## config.mk

```make
export PLATFORM = sky130hd
export DESIGN_NAME = tea_block_cipher_modes
export DESIGN_NICKNAME = d
export VERILOG_FILES = /design/src/rtl/core/tea_pkg.sv /design/src/rtl/core/tea_round.sv /design/src/rtl/core/tea_block_cipher_modes.sv
export SDC_FILE = /design/constraint.sdc
export NUM_CORES = 2
export LEC_CHECK = 0
export ABC_AREA = 1
export BUFFER_PORTS_ARGS = -buffer_cell sky130_fd_sc_hd__buf_4
export CORE_UTILIZATION = 40
export CTS_CLUSTER_SIZE = 25
export DETAILED_ROUTE_END_ITERATION = 8
export PLACE_DENSITY = 0.52
export SLEW_MARGIN = 20
export SYNTH_ARGS = -nofsm -noshare
export SYNTH_HDL_FRONTEND = slang
export SYNTH_HIERARCHICAL = 1
export SYNTH_SLANG_ARGS = --single-unit
```

## constraint.sdc

```tcl
create_clock -name clk -period 8.8 [get_ports clk]
set_clock_uncertainty 0.1 [all_clocks]
set_input_delay 0.44 -clock clk [delete_from_list [all_inputs] [get_ports clk]]
set_output_delay 0.44 -clock clk [all_outputs]
set_load 0.05 [all_outputs]
```

## src/rtl/core/tea_pkg.sv

```systemverilog
`timescale 1ns / 1ps

package tea_pkg;

    localparam int unsigned WordW      = 32;
    localparam int unsigned HalfRounds = 64;
    localparam logic [WordW-1:0] TeaDelta = 32'h9E37_79B9;

    // request codes
    localparam logic [2:0] REQ_ECB_ENC = 3'd0;
    localparam logic [2:0] REQ_ECB_DEC = 3'd1;
    localparam logic [2:0] REQ_CBC_ENC = 3'd2;
    localparam logic [2:0] REQ_CBC_DEC = 3'd3;
    localparam logic [2:0] REQ_OFB     = 3'd4;

    // register indexes on the config port
    localparam int unsigned CfgIdxW = 3;
    localparam int unsigned CfgDataW = 64;
    localparam logic [CfgIdxW-1:0] CFG_KEY_A = 3'd0;
    localparam logic [CfgIdxW-1:0] CFG_KEY_B = 3'd1;
    localparam logic [CfgIdxW-1:0] CFG_KEY_C = 3'd2;
    localparam logic [CfgIdxW-1:0] CFG_KEY_D = 3'd3;
    localparam logic [CfgIdxW-1:0] CFG_IV    = 3'd4;

    typedef struct packed {
        logic [2:0]       req_type;
        logic             first_block;
        logic [WordW-1:0] block_left;
        logic [WordW-1:0] block_right;
    } tea_in_t;

    typedef struct packed {
        logic [WordW-1:0] result_left;
        logic [WordW-1:0] result_right;
    } tea_out_t;

    // per-cycle controls for the shared half-round unit
    typedef struct packed {
        logic             decrypt;
        logic [WordW-1:0] key_a;
        logic [WordW-1:0] key_b;
        logic [WordW-1:0] sum;
    } tea_rnd_ctl_t;

endpackage

```

## src/rtl/core/tea_round.sv

```systemverilog
`timescale 1ns / 1ps

// One TEA half-round, forward or inverse.
module tea_round (
    input  tea_pkg::tea_rnd_ctl_t     ctl,
    input  logic [tea_pkg::WordW-1:0] a,
    input  logic [tea_pkg::WordW-1:0] b,
    output logic [tea_pkg::WordW-1:0] a_next,
    output logic [tea_pkg::WordW-1:0] b_next
);

    logic [tea_pkg::WordW-1:0] x;
    logic [tea_pkg::WordW-1:0] f;

    assign x = ctl.decrypt ? a : b;
    assign f = ((x << 4) + ctl.key_a) ^ (x + ctl.sum) ^ ((x >> 5) + ctl.key_b);

    always_comb
    begin
        if (ctl.decrypt)
        begin
            a_next = b - f;
            b_next = a;
        end
        else
        begin
            a_next = b;
            b_next = a + f;
        end
    end

endmodule

```

## src/rtl/core/tea_block_cipher_modes.sv

```systemverilog
`timescale 1ns / 1ps

// TEA block engine, ECB / additive CBC / additive OFB.
//
// Config: write key words and the IV through cfg_wr_en / cfg_index / cfg_data
// while the engine is idle; a write lands at the clock edge, no read-back.
// Input: one word per in_valid/in_ready handshake carries the request type,
// the first-block flag (reloads the chain register from the IV, any mode)
// and the 64-bit data block. Output: one word per accepted input on
// out_valid/out_ready.
// Timing: one half-round per cycle through a single shared round unit, then
// a final step for the chaining add/subtract, which waits for a free output
// register; out_valid is registered from that final step.
// Unused request codes skip the rounds and go straight to the final step.
// One block at a time: in_ready is high only when idle, so a new block is
// taken only once the last one has left its final step.
// A result parked in the output register does not block the next input;
// if the receiver stalls past the next block's end, the engine holds in its
// final step until the output register frees.
// Reset: keys, IV and chain register clear to zero, engine idle, no output.
module tea_block_cipher_modes #(
    parameter int unsigned HALF_ROUNDS = tea_pkg::HalfRounds
) (
    input  logic                          clk,
    input  logic                          rst_n,
    input  logic                          cfg_wr_en,
    input  logic [tea_pkg::CfgIdxW-1:0]   cfg_index,
    input  logic [tea_pkg::CfgDataW-1:0]  cfg_data,
    input  logic                          in_valid,
    output logic                          in_ready,
    input  tea_pkg::tea_in_t              in_data,
    output logic                          out_valid,
    input  logic                          out_ready,
    output tea_pkg::tea_out_t             out_data
);

    localparam int unsigned IDX_W = (HALF_ROUNDS > 1) ? $clog2(HALF_ROUNDS) : 1;
    localparam logic [IDX_W-1:0] IDX_LAST = IDX_W'(HALF_ROUNDS - 1);
    // running sum at the last half-round, starting point for decryption
    localparam logic [63:0] SUM_TOP_W =
        64'(tea_pkg::TeaDelta) * 64'((HALF_ROUNDS + 1) / 2);
    localparam logic [tea_pkg::WordW-1:0] SUM_TOP = SUM_TOP_W[tea_pkg::WordW-1:0];

    localparam logic [1:0] ST_IDLE = 2'd0;
    localparam logic [1:0] ST_RUN  = 2'd1;
    localparam logic [1:0] ST_POST = 2'd2;

    // config registers
    logic [tea_pkg::WordW-1:0] key_a_reg, key_b_reg, key_c_reg, key_d_reg;
    logic [63:0]               iv_reg;

    // engine state
    logic [1:0]                state_reg, state_next;
    logic [IDX_W-1:0]          idx_reg, idx_next;
    logic [tea_pkg::WordW-1:0] sum_reg, sum_next;
    logic [2:0]                mode_reg, mode_next;
    logic                      dec_reg, dec_next;
    logic [tea_pkg::WordW-1:0] a_reg, a_next, b_reg, b_next;
    logic [63:0]               blk_reg, blk_next;
    logic [63:0]               chain_reg, chain_next;
    logic                      out_valid_reg, out_valid_next;
    tea_pkg::tea_out_t         out_reg, out_next;

    // round unit
    tea_pkg::tea_rnd_ctl_t     rnd_ctl;
    logic [tea_pkg::WordW-1:0] rnd_a, rnd_b;

    logic                      accept, out_free, last_round;
    logic                      in_dec;
    logic [63:0]               chain_eff;
    logic [tea_pkg::WordW-1:0] cl, cr;

    assign in_ready  = (state_reg == ST_IDLE);
    assign accept    = in_valid && in_ready;
    assign out_valid = out_valid_reg;
    assign out_data  = out_reg;
    assign out_free  = !out_valid_reg || out_ready;
    assign last_round = dec_reg ? (idx_reg == '0) : (idx_reg == IDX_LAST);

    // first-block flag reloads the chain ahead of this block
    assign chain_eff = in_data.first_block ? iv_reg : chain_reg;
    assign cl = chain_eff[63:32];
    assign cr = chain_eff[31:0];
    assign in_dec = in_data.req_type inside {tea_pkg::REQ_ECB_DEC, tea_pkg::REQ_CBC_DEC};

    // odd half-rounds take key words c/d
    assign rnd_ctl.decrypt = dec_reg;
    assign rnd_ctl.key_a   = idx_reg[0] ? key_c_reg : key_a_reg;
    assign rnd_ctl.key_b   = idx_reg[0] ? key_d_reg : key_b_reg;
    assign rnd_ctl.sum     = sum_reg;

    tea_round u_round (
        .ctl    (rnd_ctl),
        .a      (a_reg),
        .b      (b_reg),
        .a_next (rnd_a),
        .b_next (rnd_b)
    );

    always_comb
    begin
        state_next     = state_reg;
        idx_next       = idx_reg;
        sum_next       = sum_reg;
        mode_next      = mode_reg;
        dec_next       = dec_reg;
        a_next         = a_reg;
        b_next         = b_reg;
        blk_next       = blk_reg;
        chain_next     = chain_reg;
        out_valid_next = out_valid_reg && !out_ready;
        out_next       = out_reg;

        case (state_reg)
            ST_IDLE:
            begin
                if (accept)
                begin
                    mode_next  = in_data.req_type;
                    dec_next   = in_dec;
                    blk_next   = {in_data.block_left, in_data.block_right};
                    chain_next = chain_eff;
                    idx_next   = in_dec ? IDX_LAST : '0;
                    sum_next   = in_dec ? SUM_TOP : tea_pkg::TeaDelta;
                    state_next = ST_RUN;
                    case (in_data.req_type)
                        tea_pkg::REQ_CBC_ENC:
                        begin
                            a_next = in_data.block_left + cl;
                            b_next = in_data.block_right + cr;
                        end
                        tea_pkg::REQ_OFB:
                        begin
                            a_next = cl;
                            b_next = cr;
                        end
                        default:
                        begin
                            a_next = in_data.block_left;
                            b_next = in_data.block_right;
                        end
                    endcase
                    // unused codes pass the block through
                    if (in_data.req_type inside {[3'd5:3'd7]})
                    begin
                        state_next = ST_POST;
                    end
                end
            end
            ST_RUN:
            begin
                a_next = rnd_a;
                b_next = rnd_b;
                if (dec_reg)
                begin
                    idx_next = idx_reg - 1'b1;
                    if (!idx_reg[0])
                    begin
                        sum_next = sum_reg - tea_pkg::TeaDelta;
                    end
                end
                else
                begin
                    idx_next = idx_reg + 1'b1;
                    if (idx_reg[0])
                    begin
                        sum_next = sum_reg + tea_pkg::TeaDelta;
                    end
                end
                if (last_round)
                begin
                    state_next = ST_POST;
                end
            end
            ST_POST:
            begin
                if (out_free)
                begin
                    out_valid_next = 1'b1;
                    state_next     = ST_IDLE;
                    out_next.result_left  = a_reg;
                    out_next.result_right = b_reg;
                    case (mode_reg)
                        tea_pkg::REQ_CBC_ENC:
                        begin
                            chain_next = {a_reg, b_reg};
                        end
                        tea_pkg::REQ_CBC_DEC:
                        begin
                            out_next.result_left  = a_reg - chain_reg[63:32];
                            out_next.result_right = b_reg - chain_reg[31:0];
                            chain_next = blk_reg;
                        end
                        tea_pkg::REQ_OFB:
                        begin
                            chain_next = {a_reg, b_reg};
                            out_next.result_left  = blk_reg[63:32] + a_reg;
                            out_next.result_right = blk_reg[31:0] + b_reg;
                        end
                        default:
                        begin
                        end
                    endcase
                end
            end
            default:
            begin
                state_next = ST_IDLE;
            end
        endcase
    end

    always_ff @(posedge clk or negedge rst_n)
    begin
        if (!rst_n)
        begin
            state_reg     <= ST_IDLE;
            out_valid_reg <= 1'b0;
            chain_reg     <= '0;
            key_a_reg     <= '0;
            key_b_reg     <= '0;
            key_c_reg     <= '0;
            key_d_reg     <= '0;
            iv_reg        <= '0;
        end
        else
        begin
            state_reg     <= state_next;
            out_valid_reg <= out_valid_next;
            chain_reg     <= chain_next;
            if (cfg_wr_en)
            begin
                case (cfg_index)
                    tea_pkg::CFG_KEY_A: key_a_reg <= cfg_data[tea_pkg::WordW-1:0];
                    tea_pkg::CFG_KEY_B: key_b_reg <= cfg_data[tea_pkg::WordW-1:0];
                    tea_pkg::CFG_KEY_C: key_c_reg <= cfg_data[tea_pkg::WordW-1:0];
                    tea_pkg::CFG_KEY_D: key_d_reg <= cfg_data[tea_pkg::WordW-1:0];
                    tea_pkg::CFG_IV:    iv_reg    <= cfg_data;
                    default:
                    begin
                    end
                endcase
            end
        end
    end

    always_ff @(posedge clk)
    begin
        idx_reg  <= idx_next;
        sum_reg  <= sum_next;
        mode_reg <= mode_next;
        dec_reg  <= dec_next;
        a_reg    <= a_next;
        b_reg    <= b_next;
        blk_reg  <= blk_next;
        out_reg  <= out_next;
    end

    // an accepted word always starts work
    a_accept_busy: assert property (@(posedge clk) disable iff (!rst_n)
        accept |=> state_reg != ST_IDLE)
        else $error("engine idle after accepting a word");

    // rounds keep going until the last index
    a_run_holds: assert property (@(posedge clk) disable iff (!rst_n)
        (state_reg == ST_RUN && !last_round) |=> state_reg == ST_RUN)
        else $error("round sequence cut short");

    // final step with a free output slot publishes a result and goes idle
    a_post_done: assert property (@(posedge clk) disable iff (!rst_n)
        (state_reg == ST_POST && out_free) |=> (out_valid_reg && state_reg == ST_IDLE))
        else $error("result not published from final step");

    // a new result only ever comes from the final step
    a_out_source: assert property (@(posedge clk) disable iff (!rst_n)
        $rose(out_valid_reg) |-> $past(state_reg) == ST_POST)
        else $error("output raised outside final step");

endmodule

```

# After elaboration in Yosys (flattened, before gate mapping)
# Index checks and enable logic that the tools add are counted.
dict set report classes {
  addsub 15
  n_mux 35
  n_eq_ne 20
  bitwise_logic 2
  n_reduce_logical 24
  magnitude_cmp 2
}
# cell count
set op_table {}
lappend op_table {{$pmux W64 S2} 3}
lappend op_table {{$mux W32} 11}
lappend op_table {{$pmux W32 S2} 5}
lappend op_table {{$add A32 B32 Y32} 7}
lappend op_table {{$mux W64} 3}
lappend op_table {{$sub A32 B32 Y32} 3}
lappend op_table {{$xor A32 B32 Y32} 2}
lappend op_table {{$add A27 B32 Y32} 1}
lappend op_table {{$add A32 B32 Y32 const B} 1}
lappend op_table {{$sub A32 B32 Y32 const B} 1}
lappend op_table {{$mux W31} 1}
lappend op_table {{$eq A3 B2 Y1 const B} 6}
lappend op_table {{$mux W6} 3}
lappend op_table {{$reduce_and A2 Y1} 8}
lappend op_table {{$pmux W6 S2} 1}
lappend op_table {{$eq A3 B3 Y1 const B} 3}
lappend op_table {{$ne A3 B3 Y1 const B} 3}
lappend op_table {{$mux W2} 4}
lappend op_table {{$reduce_and A4 Y1} 2}
lappend op_table {{$add A6 B1 Y6 const B} 1}
lappend op_table {{$eq A3 B1 Y1 const B} 2}
lappend op_table {{$eq A6 B6 Y1 const B} 1}
lappend op_table {{$logic_not A6 Y1} 1}
lappend op_table {{$pmux W2 S3} 1}
lappend op_table {{16 further kinds} 24}
dict set report totals {
  word_cells 115
  in_bits 140
  out_inout_bits 66
  reg_bits 493
}

# Logic depth before layout (Yosys ltp)
dict set report logic_depth {
  ltp_word 7
  ltp_mapped 36
  depth_no_buf 34
}

# By module
# Netlist, hierarchy kept.
# mod cells_per_inst seq_area_each_um2 area_per_inst_um2 instances
set modules_own_cells {}
lappend modules_own_cells {tea_block_cipher_modes 4690 13508.0 34164.0 1}
lappend modules_own_cells {tea_round 1828 0.0 10438.8 1}

# Worst setup path before layout
# Ideal clock, no wire load.
dict set report synth_path {
  path_type {register to register}
  from {register state_reg[1]}
  to {register chain_reg[31]}
  setup_time_ns 0.131
  required_time_ns 8.569
  period_less_slack_ns 5.449
  path_slack_ns 3.351
  stages_incl_launch_ff 9
  path_buffers 2
  t_arrival_ns 5.218
  cell_sequence {dfrtp_1 -> nor2_1 -> inv_1 -> nor2_1 -> o21ai_1 -> buf_2 -> buf_2 -> a21oi_1 -> a22oi_1}
}
dict set report synth_via {
  elab_chain_len 4
  word_cells_on_any_way 9
  cone_classes {eq/ne (4); mux (1); reduce/logical (4)}
}
# element line
set synth_lines {}
lappend synth_lines {{start: declaration} tea_block_cipher_modes.sv:53} ;# logic [1:0] state_reg, state_next;
lappend synth_lines {{start signal: assignment} tea_block_cipher_modes.sv:228} ;# state_reg <= state_next;
lappend synth_lines {{$logic_not A2 Y1 *} tea_block_cipher_modes.sv:73} ;# assign in_ready = (state_reg == ST_IDLE);
lappend synth_lines {{net in_ready} tea_block_cipher_modes.sv:30} ;# output logic in_ready,
lappend synth_lines {{$logic_and A1 B1 Y1} tea_block_cipher_modes.sv:74} ;# assign accept = in_valid && in_ready;
lappend synth_lines {{$ne A2 B1 Y1 (no source line)} n/a}
lappend synth_lines {{$reduce_and A4 Y1 (no source line)} n/a}
lappend synth_lines {{end signal: assignment} tea_block_cipher_modes.sv:230} ;# chain_reg <= chain_next;
lappend synth_lines {{end: declaration} tea_block_cipher_modes.sv:60} ;# logic [63:0] chain_reg, chain_next;
# The timed path passes the listed nets; every way through them passes the cells marked *.
# A chain may end at the register's enable or synchronous reset.

# Worst setup path after layout
dict set report layout_path {
  from {register dec_reg}
  to {register a_reg[26] (netlist name), data pin}
}
dict set report layout_via {
  elab_chain_len 7
  word_cells_on_any_way 9
  cone_classes {add/sub (4); mux (3); bitwise (2)}
}
# element line
set layout_lines {}
lappend layout_lines {{start: declaration} tea_block_cipher_modes.sv:57} ;# logic dec_reg, dec_next;
lappend layout_lines {{start signal: assignment} tea_block_cipher_modes.sv:252} ;# dec_reg <= dec_next;
lappend layout_lines {{$mux W32} tea_round.sv:15} ;# assign x = ctl.decrypt ? a : b;
lappend layout_lines {{$add A32 B32 Y32} tea_round.sv:16} ;# assign f = ((x << 4) + ctl.key_a) ^ (x + ctl.sum) ^ ((x >> 5) + ctl.key_b);
lappend layout_lines {{$xor A32 B32 Y32 (2 in series)} tea_round.sv:16}
lappend layout_lines {{$sub A32 B32 Y32} tea_round.sv:22} ;# a_next = b - f;
lappend layout_lines {{$mux W32 *} tea_round.sv:20} ;# if (ctl.decrypt)
lappend layout_lines {{net rnd_a, one bit} tea_block_cipher_modes.sv:66} ;# logic [tea_pkg::WordW-1:0] rnd_a, rnd_b;
lappend layout_lines {{$pmux W32 S2 *} tea_block_cipher_modes.sv:114} ;# case (state_reg)
lappend layout_lines {{net a_next, one bit} tea_block_cipher_modes.sv:58} ;# logic [tea_pkg::WordW-1:0] a_reg, a_next, b_reg, b_next;
lappend layout_lines {{end signal: assignment} tea_block_cipher_modes.sv:253} ;# a_reg <= a_next;
lappend layout_lines {{end: declaration} tea_block_cipher_modes.sv:58}
# Marks and branches as above.

==> run metrics <==
status=finished, final reports clean; Tightest Pin Transition=roughly 1400 ps; main area contributors after synthesis=nand2_1, edfxtp_1, dfrtp_1, ha_1, o21ai_0; Gate Count Post-Synth=6518; Simple-Gate Fraction of Synth Area=28.3%; vias per inst=5.71; Root Buffer=clkbuf_16; Worst Setup Path Type=flip-flop to flip-flop; Ys Warns=6; clk_lat worst skew=720 ps; Top FF cell, synth=dfrtp_1; Worst Setup EP=a_reg[26]$_DFFE_PP_; first-pass GRT wire length=311000 um; Slew HR=roughly 9%; Yosys top cell area share=approximately 16%; flop-to-flop setup slack=1820 ps; Initial Util=40.3%; Startpoint Class=flip-flop; CP endpoint kind=flip-flop; register area=13500 um2; # nets final=around 7200; Async SR Flop Fraction=52.5%; Netlist cell types=70; Die Wd=~340 um; post-DR wirelength/cell=26.6 um; Setup TNS Final=0 ps; Crit-path slowest cell=inv_2; final WL=221000 um; CTS tree=yes; crit path buf inv count=4; Detail Route Antenna Nets=0; residual DRC count=0; Tmin final=6980 ps; Core Rows=about 120; CTS resizes=0; Synth area leader=nand2_1; Required @ worst endpoint=9150 ps; CP Max Fanout=46; CTS Buf Count=60; Synth top cells by count=nand2_1, inv_1, o21ai_0; compound-gate portion of the synthesized area=a little under a fifth; Post-synth EDFFs=234; RR Endpoint=a_reg[26]$_DFFE_PP_; number of global-route vias before repair=42793; Syn-to-layout area delta=14.2%; period utilization=between 70 and 80%; via count=47507; core area=111000 um2; Setup crit start=dec_reg$_DFFE_PP_; chip height=336 um; syn nets=~7000; initial antenna violation count=22; WP data arrival=about 7300 ps; clock sink count=493; largest family of logic cells by synthesized area=simple AND/OR/NAND/NOR gates; Hold Fails Final Rpt=0; I/O pins=a little over 200; unrepaired setup endpoints after global routing=no; H-tree depth=2; multi-input logic area=27800 um2; Pre-Repair DR Iteration Count=6; largest net degree at the start of global routing=97; Avg Cell Area, Syn=approximately 7 um2; fin. max-slew vios=0; Levels on crit path=25; GP Congestion=1.05; max-cap viol count=0; Final HPWL DP=181000 um; Worst-path clk slew=60 ps; Setup violations, final=0; share of layout cells above drive strength 1=just under 8%; post-synthesis xor/xnor area fraction=4.67%; mux contribution to synthesized area=1.21%; HP Class=input port to flip-flop; worst r2r path cells=25; gr usage total=approximately two fifths; starting DRC count in detailed routing=6581; Yosys reg bits=493; CP top delay family=simple AND/OR/NAND/NOR gates; top-count cell post-synth=nand2_1; Filler Cell Count=approximately 12000; CP peak stage delay=880 ps; sequential fraction of the synthesis area=30.3%; CP most frequent cell=nand2_1; Die ar.=113000 um2; achievable frequency=0.143 GHz; I/O Buffers=205; adder-cell share of the synthesized area=9.58%; global route overflow=0; Max clock buf depth=3; cell area after synthesis=44600 um2; Reg-to-Reg Start=dec_reg$_DFFE_PP_
-- layer usage --
layer,GRT usage (%),up-vias,part of all wire [%]
met2,52.2,2395,39
met5,1.49,-,0.13
li1,-,22330,-
met3,10.8,276,12
met4,9.91,14,2.9
met1,58.2,22492,47
-- layout make-up --
| class | instances | area share, % |
|---|---|---|
| multi-input combinational | 5144 | 54.6 |
| sequential | 493 | 26.5 |
| timing repair buffer | 370 | 6.00 |
| inverter | 703 | 5.19 |
| tap | 1488 | 3.66 |
| clock buffer | 83 | 3.40 |
| clock inverter | 30 | 0.622 |
| antenna | 3 | 0.0147 |
-- worst reg2reg max path, stage by stage (launching register included) --
cell      delay (ps)
edfxtp_1         680
inv_2            890
nand2_1          180
nand2_1          170
ha_1             180
inv_1             60
fa_1             460
o21ai_2          290
inv_2             70
o21ai_0          320
nand4_1          150
nand3_1          170
xnor2_1          160
xor2_1           510
ha_1             330
nand2_1          120
nor2_1           190
inv_1             90
nor2_1           230
nand3_1          100
o21ai_0          520
a21oi_1          120
o21ai_0          120
nand2_1          110
nor2_1           340
a21oi_1           90
-- repair_timing --
item,in CTS,in global routing
buffers inserted,0,0
hold buffers,102,0
hold endpoints to repair,176,0
-- per-stage QoR --
step                      setup WS [ps]  hold slack [ps]  instance area (um2)  instances  utilization, %
after floorplan                    3350             44.4                44600       6518               -
after global placement             1910              365                47800       8095            43.2
after detailed placement           2020              372                47800       8095            43.2
after CTS                          2010             4.48                50900       8310            46.0
after global routing               1550             37.1                50900       8312            46.0
final                              1820             15.9                50900       8314            46.0
-- worst min-delay path by stage --
| stage | startpoint | to | slack (ps) | cells past startpoint |
|---|---|---|---|---|
| after global routing | cfg_data[5] | key_a_reg[5]$_DFFE_PN0P_ | 40 | 3 |
| after floorplan | rst_n | chain_reg[0]$_DFFE_PN0P_ | 40 | 0 |
| after CTS | cfg_data[5] | key_c_reg[5]$_DFFE_PN0P_ | 4 | 3 |
| after global placement | iv_reg[22]$_DFFE_PN0P_ | iv_reg[22]$_DFFE_PN0P_ | 360 | 2 |
| final | cfg_data[15] | iv_reg[15]$_DFFE_PN0P_ | 20 | 3 |
| after detailed placement | rst_n | out_valid$_DFF_PN0_ | 370 | 1 |
-- logic make-up (layout without fill, tap and decap cells) --
kind of cell               count (synthesis)  in the layout
AOI/OAI and AO/OA                       1458           1458
muxes                                     50             50
DFF                                      493            493
other                                      0              3
buffers and inverters                    881           1186
xor gates and xnor gates                 233            233
and+or+nand+nor                         3068           3068
adders and majority gates                335            335
-- cells in the final DEF, fill, tap and decap left out, types with 10 or more instances in the layout --
| cell type | count |
|---|---|
| a22oi_1 | 26 |
| mux2_2 | 32 |
| dfrtp_1 | 259 |
| nor2_1 | 574 |
| o21ai_2 | 13 |
| nand4_1 | 53 |
| edfxtp_1 | 234 |
| o21bai_1 | 34 |
| ha_1 | 324 |
| xnor2_1 | 89 |
| nand3b_1 | 27 |
| or2_2 | 40 |
| a31oi_1 | 26 |
| nor4_1 | 17 |
| dlygate4sd3_1 | 102 |
| a221oi_1 | 54 |
| o21ai_0 | 599 |
| buf_4 | 265 |
| o21a_1 | 10 |
| fa_1 | 11 |
| clkbuf_1 | 12 |
| xor2_1 | 140 |
| clkbuf_16 | 63 |
| nor3_1 | 65 |
| nand2_1 | 1901 |
| inv_2 | 10 |
| mux2i_1 | 18 |
| and2_1 | 10 |
| clkinv_2 | 10 |
| inv_1 | 691 |
| o21ai_1 | 29 |
| nand2_2 | 20 |
| o211ai_1 | 45 |
| a21oi_1 | 527 |
| nand3_1 | 320 |
| a21o_1 | 42 |
Power is left out: the tool's default activity adds up to more than one toggle a clock period on the data nets, which glitch-free logic cannot reach.
